### src/design/dq_pkg.sv
// Shared types and operation codes for the double-ended queue.
package dq_pkg;

	typedef logic [2:0] mode_t;
	typedef logic signed [31:0] word_t;

	localparam mode_t MODE_PUSH_HEAD = 3'd0;
	localparam mode_t MODE_PUSH_TAIL = 3'd1;
	localparam mode_t MODE_POP_HEAD  = 3'd2;
	localparam mode_t MODE_POP_TAIL  = 3'd3;
	localparam mode_t MODE_SEARCH    = 3'd4;

endpackage

### src/design/dq_ram.sv
// Generic single-port-write, single-port-read RAM with registered read data.
module dq_ram #(
	parameter int WIDTH = 32,
	parameter int DEPTH = 64
) (
	input  logic                     clk,
	input  logic                     we,
	input  logic [$clog2(DEPTH)-1:0] waddr,
	input  logic [WIDTH-1:0]         wdata,
	input  logic                     re,
	input  logic [$clog2(DEPTH)-1:0] raddr,
	output logic [WIDTH-1:0]         rdata
);

	logic [WIDTH-1:0] mem_q [DEPTH];

	always_ff @(posedge clk) begin
		if (we) begin
			mem_q[waddr] <= wdata;
		end
		if (re) begin
			rdata <= mem_q[raddr];
		end
	end

endmodule

### src/design/double_ended_queue.sv
// Double-ended queue top level: ring buffer in RAM, head/tail words cached in registers.
// Push, unused mode, pop that empties the queue or underflows: done rises in the cycle
//   after the accepting edge, and a new transaction may be accepted in that same cycle.
// Pop leaving entries behind: S_POP waits for one RAM read of the new head or tail word.
// Search: done as for a push if empty, else S_SCAN walks the ring from the head until a hit
//   or until every entry is read; the RAM read port scans one entry a cycle.
// Reset (arst_n low) empties the queue at once; no clearing pass. done cannot be stalled.
module double_ended_queue #(
	parameter int DEPTH = 64
) (
	input  logic           clk,
	input  logic           arst_n,
	input  logic           start,
	output logic           busy,
	input  dq_pkg::mode_t  mode,
	input  dq_pkg::word_t  value,
	output logic           done,
	output dq_pkg::word_t  popped_value,
	output logic           popped_valid,
	output logic           found,
	output logic           underflow,
	output logic           overflow,
	output logic           empty_res,
	output dq_pkg::word_t  head_value,
	output dq_pkg::word_t  tail_value
);

	import dq_pkg::*;

	localparam int AW = $clog2(DEPTH);
	localparam int CW = $clog2(DEPTH + 1);

	typedef enum logic [1:0] {
		S_IDLE,
		S_POP,
		S_SCAN
	} state_t;

	state_t         state_q;
	logic [AW-1:0]  head_q;
	logic [AW-1:0]  tail_q;     // always head + count - 1 around the ring
	logic [CW-1:0]  count_q;
	word_t          head_val_q; // cached copy of the word at the head
	word_t          tail_val_q; // cached copy of the word at the tail
	word_t          key_q;
	logic [AW-1:0]  scan_ptr_q;
	logic [CW-1:0]  scan_cnt_q; // entries read so far in this search
	logic           pop_tail_q;

	logic           done_q;
	word_t          popped_value_q;
	logic           popped_valid_q;
	logic           found_q;
	logic           underflow_q;
	logic           overflow_q;

	logic           accept;
	logic           is_empty;
	logic           is_full;
	logic           multi;
	logic           hit;
	logic           last;

	logic           ram_we;
	logic [AW-1:0]  ram_waddr;
	logic           ram_re;
	logic [AW-1:0]  ram_raddr;
	logic [31:0]    ram_rdata;

	function automatic logic [AW-1:0] ptr_inc(input logic [AW-1:0] p);
		return (p == AW'(DEPTH - 1)) ? '0 : p + AW'(1);
	endfunction

	function automatic logic [AW-1:0] ptr_dec(input logic [AW-1:0] p);
		return (p == '0) ? AW'(DEPTH - 1) : p - AW'(1);
	endfunction

	assign busy     = (state_q != S_IDLE);
	assign accept   = start && !busy;
	assign is_empty = (count_q == '0);
	assign is_full  = (count_q == CW'(DEPTH));
	assign multi    = (count_q > CW'(1));
	assign hit      = (word_t'(ram_rdata) == key_q);
	assign last     = (scan_cnt_q == count_q);

	// Status fields come straight from registers: they already reflect the
	// transaction whose strobe is up, and change only at the edge that ends it.
	assign done         = done_q;
	assign popped_value = popped_value_q;
	assign popped_valid = popped_valid_q;
	assign found        = found_q;
	assign underflow    = underflow_q;
	assign overflow     = overflow_q;
	assign empty_res    = is_empty;
	assign head_value   = is_empty ? '0 : head_val_q;
	assign tail_value   = is_empty ? '0 : tail_val_q;

	// RAM port steering: writes only on accepted pushes; reads fetch the new end
	// word after a pop, or walk the ring during a search.
	always_comb begin
		ram_we    = 1'b0;
		ram_waddr = head_q;
		ram_re    = 1'b0;
		ram_raddr = head_q;
		if (accept) begin
			case (mode)
				MODE_PUSH_HEAD: begin
					ram_we    = !is_full;
					ram_waddr = ptr_dec(head_q);
				end
				MODE_PUSH_TAIL: begin
					ram_we    = !is_full;
					ram_waddr = ptr_inc(tail_q);
				end
				MODE_POP_HEAD: begin
					ram_re    = multi;
					ram_raddr = ptr_inc(head_q);
				end
				MODE_POP_TAIL: begin
					ram_re    = multi;
					ram_raddr = ptr_dec(tail_q);
				end
				MODE_SEARCH: begin
					ram_re    = !is_empty;
					ram_raddr = head_q;
				end
				default: begin
				end
			endcase
		end else if (state_q == S_SCAN && !hit && !last) begin
			ram_re    = 1'b1;
			ram_raddr = ptr_inc(scan_ptr_q);
		end
	end

	dq_ram #(
		.WIDTH(32),
		.DEPTH(DEPTH)
	) u_ram (
		.clk   (clk),
		.we    (ram_we),
		.waddr (ram_waddr),
		.wdata (value),
		.re    (ram_re),
		.raddr (ram_raddr),
		.rdata (ram_rdata)
	);

	always_ff @(posedge clk or negedge arst_n) begin
		if (!arst_n) begin
			state_q <= S_IDLE;
			head_q  <= '0;
			tail_q  <= AW'(DEPTH - 1);
			count_q <= '0;
			done_q  <= 1'b0;
		end else begin
			done_q <= 1'b0;
			case (state_q)
				S_IDLE: begin
					if (accept) begin
						popped_value_q <= '0;
						popped_valid_q <= 1'b0;
						found_q        <= 1'b0;
						underflow_q    <= 1'b0;
						overflow_q     <= 1'b0;
						case (mode)
							MODE_PUSH_HEAD: begin
								done_q <= 1'b1;
								if (is_full) begin
									overflow_q <= 1'b1;
								end else begin
									head_q     <= ptr_dec(head_q);
									count_q    <= count_q + CW'(1);
									head_val_q <= value;
									if (is_empty) begin
										tail_val_q <= value;
									end
								end
							end
							MODE_PUSH_TAIL: begin
								done_q <= 1'b1;
								if (is_full) begin
									overflow_q <= 1'b1;
								end else begin
									tail_q     <= ptr_inc(tail_q);
									count_q    <= count_q + CW'(1);
									tail_val_q <= value;
									if (is_empty) begin
										head_val_q <= value;
									end
								end
							end
							MODE_POP_HEAD: begin
								if (is_empty) begin
									underflow_q <= 1'b1;
									done_q      <= 1'b1;
								end else begin
									popped_value_q <= head_val_q;
									popped_valid_q <= 1'b1;
									head_q         <= ptr_inc(head_q);
									count_q        <= count_q - CW'(1);
									pop_tail_q     <= 1'b0;
									if (multi) begin
										state_q <= S_POP;
									end else begin
										done_q <= 1'b1;
									end
								end
							end
							MODE_POP_TAIL: begin
								if (is_empty) begin
									underflow_q <= 1'b1;
									done_q      <= 1'b1;
								end else begin
									popped_value_q <= tail_val_q;
									popped_valid_q <= 1'b1;
									tail_q         <= ptr_dec(tail_q);
									count_q        <= count_q - CW'(1);
									pop_tail_q     <= 1'b1;
									if (multi) begin
										state_q <= S_POP;
									end else begin
										done_q <= 1'b1;
									end
								end
							end
							MODE_SEARCH: begin
								key_q <= value;
								if (is_empty) begin
									done_q <= 1'b1;
								end else begin
									scan_ptr_q <= head_q;
									scan_cnt_q <= CW'(1);
									state_q    <= S_SCAN;
								end
							end
							default: begin
								done_q <= 1'b1;
							end
						endcase
					end
				end
				S_POP: begin
					// RAM has returned the word now at the popped end
					if (pop_tail_q) begin
						tail_val_q <= word_t'(ram_rdata);
					end else begin
						head_val_q <= word_t'(ram_rdata);
					end
					done_q  <= 1'b1;
					state_q <= S_IDLE;
				end
				S_SCAN: begin
					if (hit || last) begin
						found_q <= hit;
						done_q  <= 1'b1;
						state_q <= S_IDLE;
					end else begin
						scan_ptr_q <= ptr_inc(scan_ptr_q);
						scan_cnt_q <= scan_cnt_q + CW'(1);
					end
				end
				default: begin
					state_q <= S_IDLE;
				end
			endcase
		end
	end

	// A result strobe always coincides with the controller being free again.
	a_done_idle: assert property (@(posedge clk) disable iff (!arst_n)
		done_q |-> (state_q == S_IDLE))
	else $error("result strobe while controller busy");

	// The entry count never exceeds the ring size.
	a_count_bound: assert property (@(posedge clk) disable iff (!arst_n)
		count_q <= CW'(DEPTH))
	else $error("entry count beyond depth");

	// A push into a full queue reports overflow in the next cycle.
	a_overflow: assert property (@(posedge clk) disable iff (!arst_n)
		(accept && is_full && (mode == MODE_PUSH_HEAD || mode == MODE_PUSH_TAIL))
		|=> (done_q && overflow_q))
	else $error("full push did not report overflow");

	// A transaction cannot both return a word and underflow.
	a_pop_flags: assert property (@(posedge clk) disable iff (!arst_n)
		done_q |-> !(popped_valid_q && underflow_q))
	else $error("popped_valid together with underflow");

endmodule
### config.mk
export PLATFORM = sky130hd
export DESIGN_NAME = double_ended_queue
export DESIGN_NICKNAME = d
export VERILOG_FILES = /design/src/design/dq_pkg.sv /design/src/design/dq_ram.sv /design/src/design/double_ended_queue.sv
export SDC_FILE = /design/constraint.sdc
export NUM_CORES = 2
export LEC_CHECK = 0
export ABC_CLOCK_PERIOD_IN_PS = 12300
export BUFFER_PORTS_ARGS = -buffer_cell sky130_fd_sc_hd__buf_2
export CAP_MARGIN = 20
export CORE_MARGIN = 1.5
export CORE_UTILIZATION = 55
export DETAILED_ROUTE_END_ITERATION = 7
export PLACE_DENSITY_LB_ADDON = 0.15
export SYNTH_ARGS = -nofsm -noshare
export SYNTH_HDL_FRONTEND = slang
export SYNTH_SLANG_ARGS = --single-unit
export TNS_END_PERCENT = 50
### constraint.sdc
create_clock -name clk -period 12.3 [get_ports clk]
set_clock_uncertainty 0.05 [all_clocks]
set_input_delay 1.23 -clock clk [delete_from_list [all_inputs] [get_ports clk]]
set_output_delay 1.23 -clock clk [all_outputs]
set_load 0.1 [all_outputs]
* Word-level counts from Yosys, hierarchy flattened
Memory sizes are Yosys's and may differ from the RTL's. A register that Yosys moved wholly into a read port is not among the register bits.
Index checks and enable logic that the tools add are counted.
** Storage, ports and cells
- Bits in registers :: 168
- Output and inout port bits :: 103
- RAM bits :: 2048
- Logic and storage cells :: 166
- Memories :: 1
- Bits of input ports :: 38
** Cells by class
- Multiplexer cells :: 72
- Magnitude comparators :: 1
- Equality and inequality tests :: 34
- $add $sub $neg :: 8
- Reductions and logical operators :: 34
** Memory list
- u_ram.mem_q :: depth 64, bits a word 32, rd ports 1, clocked after Yosys merged registers in 1, wr ports 1, line dq_ram.sv:15 : logic [WIDTH-1:0] mem_q [DEPTH];
** Operators by type and width (count)
- 32-bit case mux with 2 select lines :: 5
- 32-bit 2-to-1 mux :: 9
- 6-bit 2-to-1 mux :: 16
- 6-bit case mux with 2 select lines :: 5
- 7-bit 2-to-1 mux :: 6
- 32-bit equality test :: 1
- 7-bit case mux with 2 select lines :: 2
- 2-bit != test (second input constant) :: 11
- 3-bit != test (second input constant) :: 7
- 6-bit by 1-bit adder with 6-bit output (second input constant) :: 3
- 6-bit equality test (second input constant) :: 3
- 6-bit AND reduction :: 3
- 1-bit 2-to-1 mux :: 17
- 8-bit AND reduction :: 2
- 5-bit AND reduction :: 3
- 7-bit by 1-bit adder with 7-bit output (second input constant) :: 2
- 2-bit nonzero test :: 7
- 6-bit zero test :: 2
- 6-bit by 1-bit subtractor with 6-bit output (second input constant) :: 2
- 2-bit 2-to-1 mux :: 5
- 1-bit case mux with 2 select lines :: 4
- 2-bit case mux with 2 select lines :: 2
- 4-bit AND reduction :: 2
- 7-bit equality test :: 1
- other kinds (20) :: 29

* Longest topological paths before layout
- Word-level depth :: 6
- Depth in mapped cells :: 19
- Gate-level depth less buffers :: 13

* By module
A second synthesis with hierarchy kept.
** Second synthesis, totals
- Cell total of the unflattened synthesis :: 4217
- Area total of the unflattened synthesis :: 87883.0 µm²
** Modules (own cells, without submodules)
- dq_ram :: sequential area each 62459.9 µm², instances 1, cells each 3511, area an instance 79359.9 µm²
- double_ended_queue :: sequential area each 4942.2 µm², instances 1, cells each 706, area an instance 8523.2 µm²

* Worst setup path after synthesis
OpenSTA, ideal clock, no wires.
- Path type :: input port to flip-flop
- From :: input port mode[0]
- To :: register tail_val_q[0] (enable)
- Buffers on the path :: 2
- Arrival time :: 4199 ps
- Stages :: 5
- Required time :: 11780 ps
- Library setup time :: 470 ps
- Slack :: 7581 ps
- Path through :: buf_2 or3_1 clkbuf_1 nor2_1 a211oi_1
** On the way
- Longest elaborated chain between the ends :: 3
- Elaborated cells on any way between the ends :: 7
- Those cells by class :: eq/ne (5); reduce/logical (2)
** Ends and longest elaborated chain
- start: declaration :: line double_ended_queue.sv:15 : input dq_pkg::mode_t mode,
- 3-bit by 1-bit equality test with 1-bit output or 3-bit zero test (tied branches) :: line double_ended_queue.sv:166 : case (mode)
- 3-bit by 1-bit != test with 1-bit output (no source line) or 3-bit != test (tied branches)
- 8-bit AND reduction (no source line) (*)
- end signal: assignment :: line double_ended_queue.sv:176 : tail_val_q <= value;
- end signal: assignment :: line double_ended_queue.sv:187 : tail_val_q <= value;
- end signal: assignment :: line double_ended_queue.sv:246 : tail_val_q <= word_t'(ram_rdata);
- end: declaration :: line double_ended_queue.sv:44 : word_t tail_val_q;
Mark *: on every way between the ends. The rest lies on a longest branch, timed or not.
A chain may end at the register's enable or synchronous reset.

* Final worst setup path
- From :: register tail_q[0]
- To :: register u_ram.rdata[6] (read register of u_ram.mem_q), data pin
** On the way
- Longest elaborated chain between the ends :: 4
- Elaborated cells on any way between the ends :: 5
- Those cells by class :: add/sub (1); mux (3); reduce/logical (1)
** Ends and longest elaborated chain
- start: declaration :: line double_ended_queue.sv:41 : logic [AW-1:0] tail_q;
- start signal: assignment :: line double_ended_queue.sv:153 : tail_q <= AW'(DEPTH - 1);
- start signal: assignment :: line double_ended_queue.sv:185 : tail_q <= ptr_inc(tail_q);
- start signal: assignment :: line double_ended_queue.sv:217 : tail_q <= ptr_dec(tail_q);
- 6-bit by 1-bit subtractor with 6-bit output or 6-bit zero test (tied branches) :: line double_ended_queue.sv:75 : return (p == '0) ? AW'(DEPTH - 1) : p - AW'(1);
- 6-bit 2-to-1 mux (*) :: line double_ended_queue.sv:75
- 6-bit case mux with 2 select lines (*) :: line double_ended_queue.sv:106 : case (mode)
- 6-bit 2-to-1 mux (*) :: line double_ended_queue.sv:105 : if (accept) begin
- end: declaration :: line dq_ram.sv:12 : output logic [WIDTH-1:0] rdata
Marked as above.

==> results.md <==
- Full die area: 167000 um2
- # setup viols final: 0
- Post-route DRC: 0
- Clk Latency, worst-skew pair: 880 ps
- Post-cts resize count: 0
- Status: finished, final reports clean
- Htree depth: 4
- Post-Synthesis Cells: between 6000 and 7000
- Initial Util: 0.555
- MaxCap Viol Count: 0
- Peak supply drop: 315 uV
- Synth cell types: 83
- Critical-path cell list: inv_1, ha_1, nor4b_1, a21oi_1, a21oi_1, o21ai_0, mux2_8, buf_4, buf_12, mux2i_1, o211ai_1, nand3_1, nand4_1, nor3_1, o311ai_0
- Required @ worst endpoint: 12760 ps
- # port buffers: 140
- Pwr Density: 269 nW/um2
- Worst-margin pin slew: 1280 ps
- Overall Global Routing Usage: 0.317
- RSZ-0062 raised after global routing: no
- First-pass GRT wire length: 385 mm
- Chip width: 409 um
- Slew Limit Fails: 0
- Design area: 101000 um2
- Area grow syn2layout: 11.7%
- Post-Syn Area: 90700 um2
- Critical Path Sink Type: flop
- CP top delay family: buffers and inverters
- Largest net degree at the start of global routing: between 100 and 150
- Initial DRT Pass Iterations: 8
- LEAKAGE: 34.2 nW
- Syn_nets: about 6400
- Slowest stage delay, CP: 920 ps
- M3 GR Usage: 0.0745
- Rel. slew slack: 0.142
- Tmin final: 6520 ps
- Clk sinks: 2248
- Grt met1 use: 0.469
- Clock slew at reported path FFs: 70 ps
- Clock tree buffer depth: 3
- GR Layer Usage met2: 0.472
- F_max: 0.153 GHz
- Final hold vios: 0
- Async S/R FF share, synth: 0.00979
- Initial antenna violation count: 14
- Core Region: 163000 um2
- EDFF count, synth: 2226
- Hpwl dp: 152 mm
- DR WL/cell: 30.3 um
- Ports: approximately 140
- Setup bufs post-CTS: 0
- Startpoint types: flop
- Crit path buffers/inverters: 3
- Die height: 409 um
- CP arrival: 6980 ps
- Syn Area/Cell: 14.2 um2
- Gpl congestion: 0.915
- Dominant synthesized flop cell: edfxtp_1
- Initial DRC count: approximately 9600
- #FFs+latches synth: 2248
- Final #Nets: roughly 6600
- Clk root buf: clkbuf_16
- DR vias: 57800
- Synth warn: 0
- Slowest-stage cell, CP: nor3_1
- Cell mode on critical path: a21oi_1
- Vias in the first global route: between 50000 and 60000
- Num CTS Buffers: 220
- CP Max Fanout: roughly 140
- Share of cells above drive strength 1: 0.118
- Overflow after GRT: 0
- Hold WC Path Type: input pin to asynchronous set/reset pin
- Final Cycle Share: 0.530
- Sum Neg Setup Slack: 0 ps
- Setup CP Type: flop to flop
- Gr busiest metal: met2
- Sequential-to-total area share from yosys stat: 0.743
- Cell Rows: 148
- CTS tree: done
- Layout fillers: 12000
- Vias/cell: 6.50
- Final WL: around 270 mm
- Routed Antenna Nets: 0
- Placement Cell Area: 94400 um2
- Hold Buf Count CTS: 0
[routing by layer]
layer,up-vias,share of wire
met2,3838,0.45
met4,4,0.029
li1,24600,-
met3,476,0.13
met5,-,0.000074
met1,28900,0.40
[cell usage in the layout, fill, tap and decap left out, types with 14 or more instances in the layout]
| master | count |
|---|---|
| buf_4 | 165 |
| clkbuf_1 | 51 |
| buf_2 | 143 |
| mux2_2 | 32 |
| xnor2_1 | 22 |
| nand2_1 | 1386 |
| o211ai_1 | 35 |
| or4_1 | 30 |
| and3_1 | 68 |
| inv_1 | 18 |
| edfxtp_1 | 2226 |
| a22oi_1 | 62 |
| and2_1 | 68 |
| clkbuf_16 | 224 |
| mux2i_1 | 316 |
| a31oi_1 | 72 |
| and4_1 | 16 |
| clkinv_1 | 52 |
| nor3_1 | 33 |
| o21ai_1 | 16 |
| buf_12 | 14 |
| a221oi_1 | 17 |
| nor2_4 | 79 |
| a221o_1 | 18 |
| nor2_1 | 60 |
| dfrtp_1 | 16 |
| a21oi_1 | 317 |
| nand4_1 | 44 |
| nand3_1 | 509 |
| a32oi_1 | 80 |
| clkinv_2 | 42 |
| a222oi_1 | 29 |
| bufinv_16 | 14 |
| mux2_1 | 18 |
| o21ai_0 | 47 |
| a211oi_1 | 38 |
| xor2_1 | 41 |
| a22o_1 | 59 |
[metrics by stage]
| stage | hold slack, ps | cells | power, mW | utilization | setup slack, ps |
|---|---|---|---|---|---|
| global route | 335 | 8896 | 28.1 | 0.621 | 5660 |
| floorplan | 453 | 6401 | 16.4 | - | 7580 |
| CTS | 279 | 8888 | 26.9 | 0.620 | 5900 |
| global placement | 481 | 8484 | 20.5 | 0.578 | 5160 |
| detailed placement | 483 | 8489 | 20.5 | 0.578 | 5120 |
| finish | 318 | 8897 | 27.2 | 0.621 | 5780 |
[flip-flops by register name, summed over array words and instances (netlist names), 2 cells and up]
register,cells
key_q,32
head_val_q,32
tail_q,6
head_q,6
u_ram.rdata,32
count_q,7
tail_val_q,32
state_q,2
scan_cnt_q,7
u_ram.mem_q,2048
popped_value,32
scan_ptr_q,6
[where the power goes]
| part | leakage, nW | internal (mW) | switching [mW] |
|---|---|---|---|
| Clock | 3.36 | 3.62 | 2.86 |
| Sequential | 20.3 | 8.72 | 0.232 |
| Combinational | 10.6 | 3.17 | 8.64 |
[cell usage after synthesis, types with 17 or more instances]
master / instances / area [um2]
a22oi_1: 62 / 465
nand3_1: 510 / 2550
nor3_1: 34 / 170
o211ai_1: 35 / 263
xnor2_1: 22 / 193
a222oi_1: 29 / 290
o21ai_0: 47 / 235
buf_1: 38 / 143
clkbuf_1: 146 / 548
inv_1: 18 / 67.6
a211oi_1: 39 / 293
a221oi_1: 17 / 149
nand4_1: 44 / 275
xor2_1: 41 / 359
a2111oi_0: 20 / 175
mux2i_1: 317 / 3170
a22o_1: 59 / 517
nand2_1: 1386 / 5200
a31oi_1: 73 / 457
a32oi_1: 80 / 701
a21oi_1: 317 / 1590
mux2_2: 33 / 372
a221o_1: 18 / 180
buf_4: 21 / 158
nor2_1: 137 / 514
buf_2: 191 / 956
or4_1: 30 / 225
and3_1: 69 / 432
mux2_1: 18 / 203
and2_1: 68 / 425
edfxtp_1: 2226 / 66800
[cell type report]
type,count,area (um2),area share
clock buffer,275,5800,0.0572
clock inverter,124,1050,0.0104
timing repair buffer,328,2270,0.0224
sequential,2248,67400,0.665
antenna,1,2.50,0.0000247
multi-input combinational,3727,22000,0.217
tap,2175,2720,0.0269
inverter,19,71.3,0.000704
[worst paths after layout]
check	startpoint	to	slack, ps	cells past startpoint
worst max register to register	tail_q[0]$_DFFE_PN1P_	u_ram.rdata[6]$_DFFE_PP_	5780	15
worst min register to register	tail_q[1]$_DFFE_PN1P_	tail_q[1]$_DFFE_PN1P_	500	2
worst max-delay path	tail_q[0]$_DFFE_PN1P_	u_ram.rdata[6]$_DFFE_PP_	5780	15
worst min-delay path	arst_n	state_q[1]$_DFFE_PN0P_	320	1
max in group asynchronous	arst_n	head_q[4]$_DFFE_PN0P_	11470	1
min in group clk	tail_q[1]$_DFFE_PN1P_	tail_q[1]$_DFFE_PN1P_	500	2
[cells by family (layout without fill, tap and decap cells)]
group           Yosys count  after routing  synth area share
simple gates           2374           2374             0.116
flops                  2248           2248             0.743
compound gates          900            900            0.0677
buf+inv                 426            746            0.0220
mux                     380            380            0.0434
xor+xnor                 63             63           0.00608
fa+ha+maj                10             10           0.00138
other cells               0              1                 0
Power figures use the tool's default switching activity.
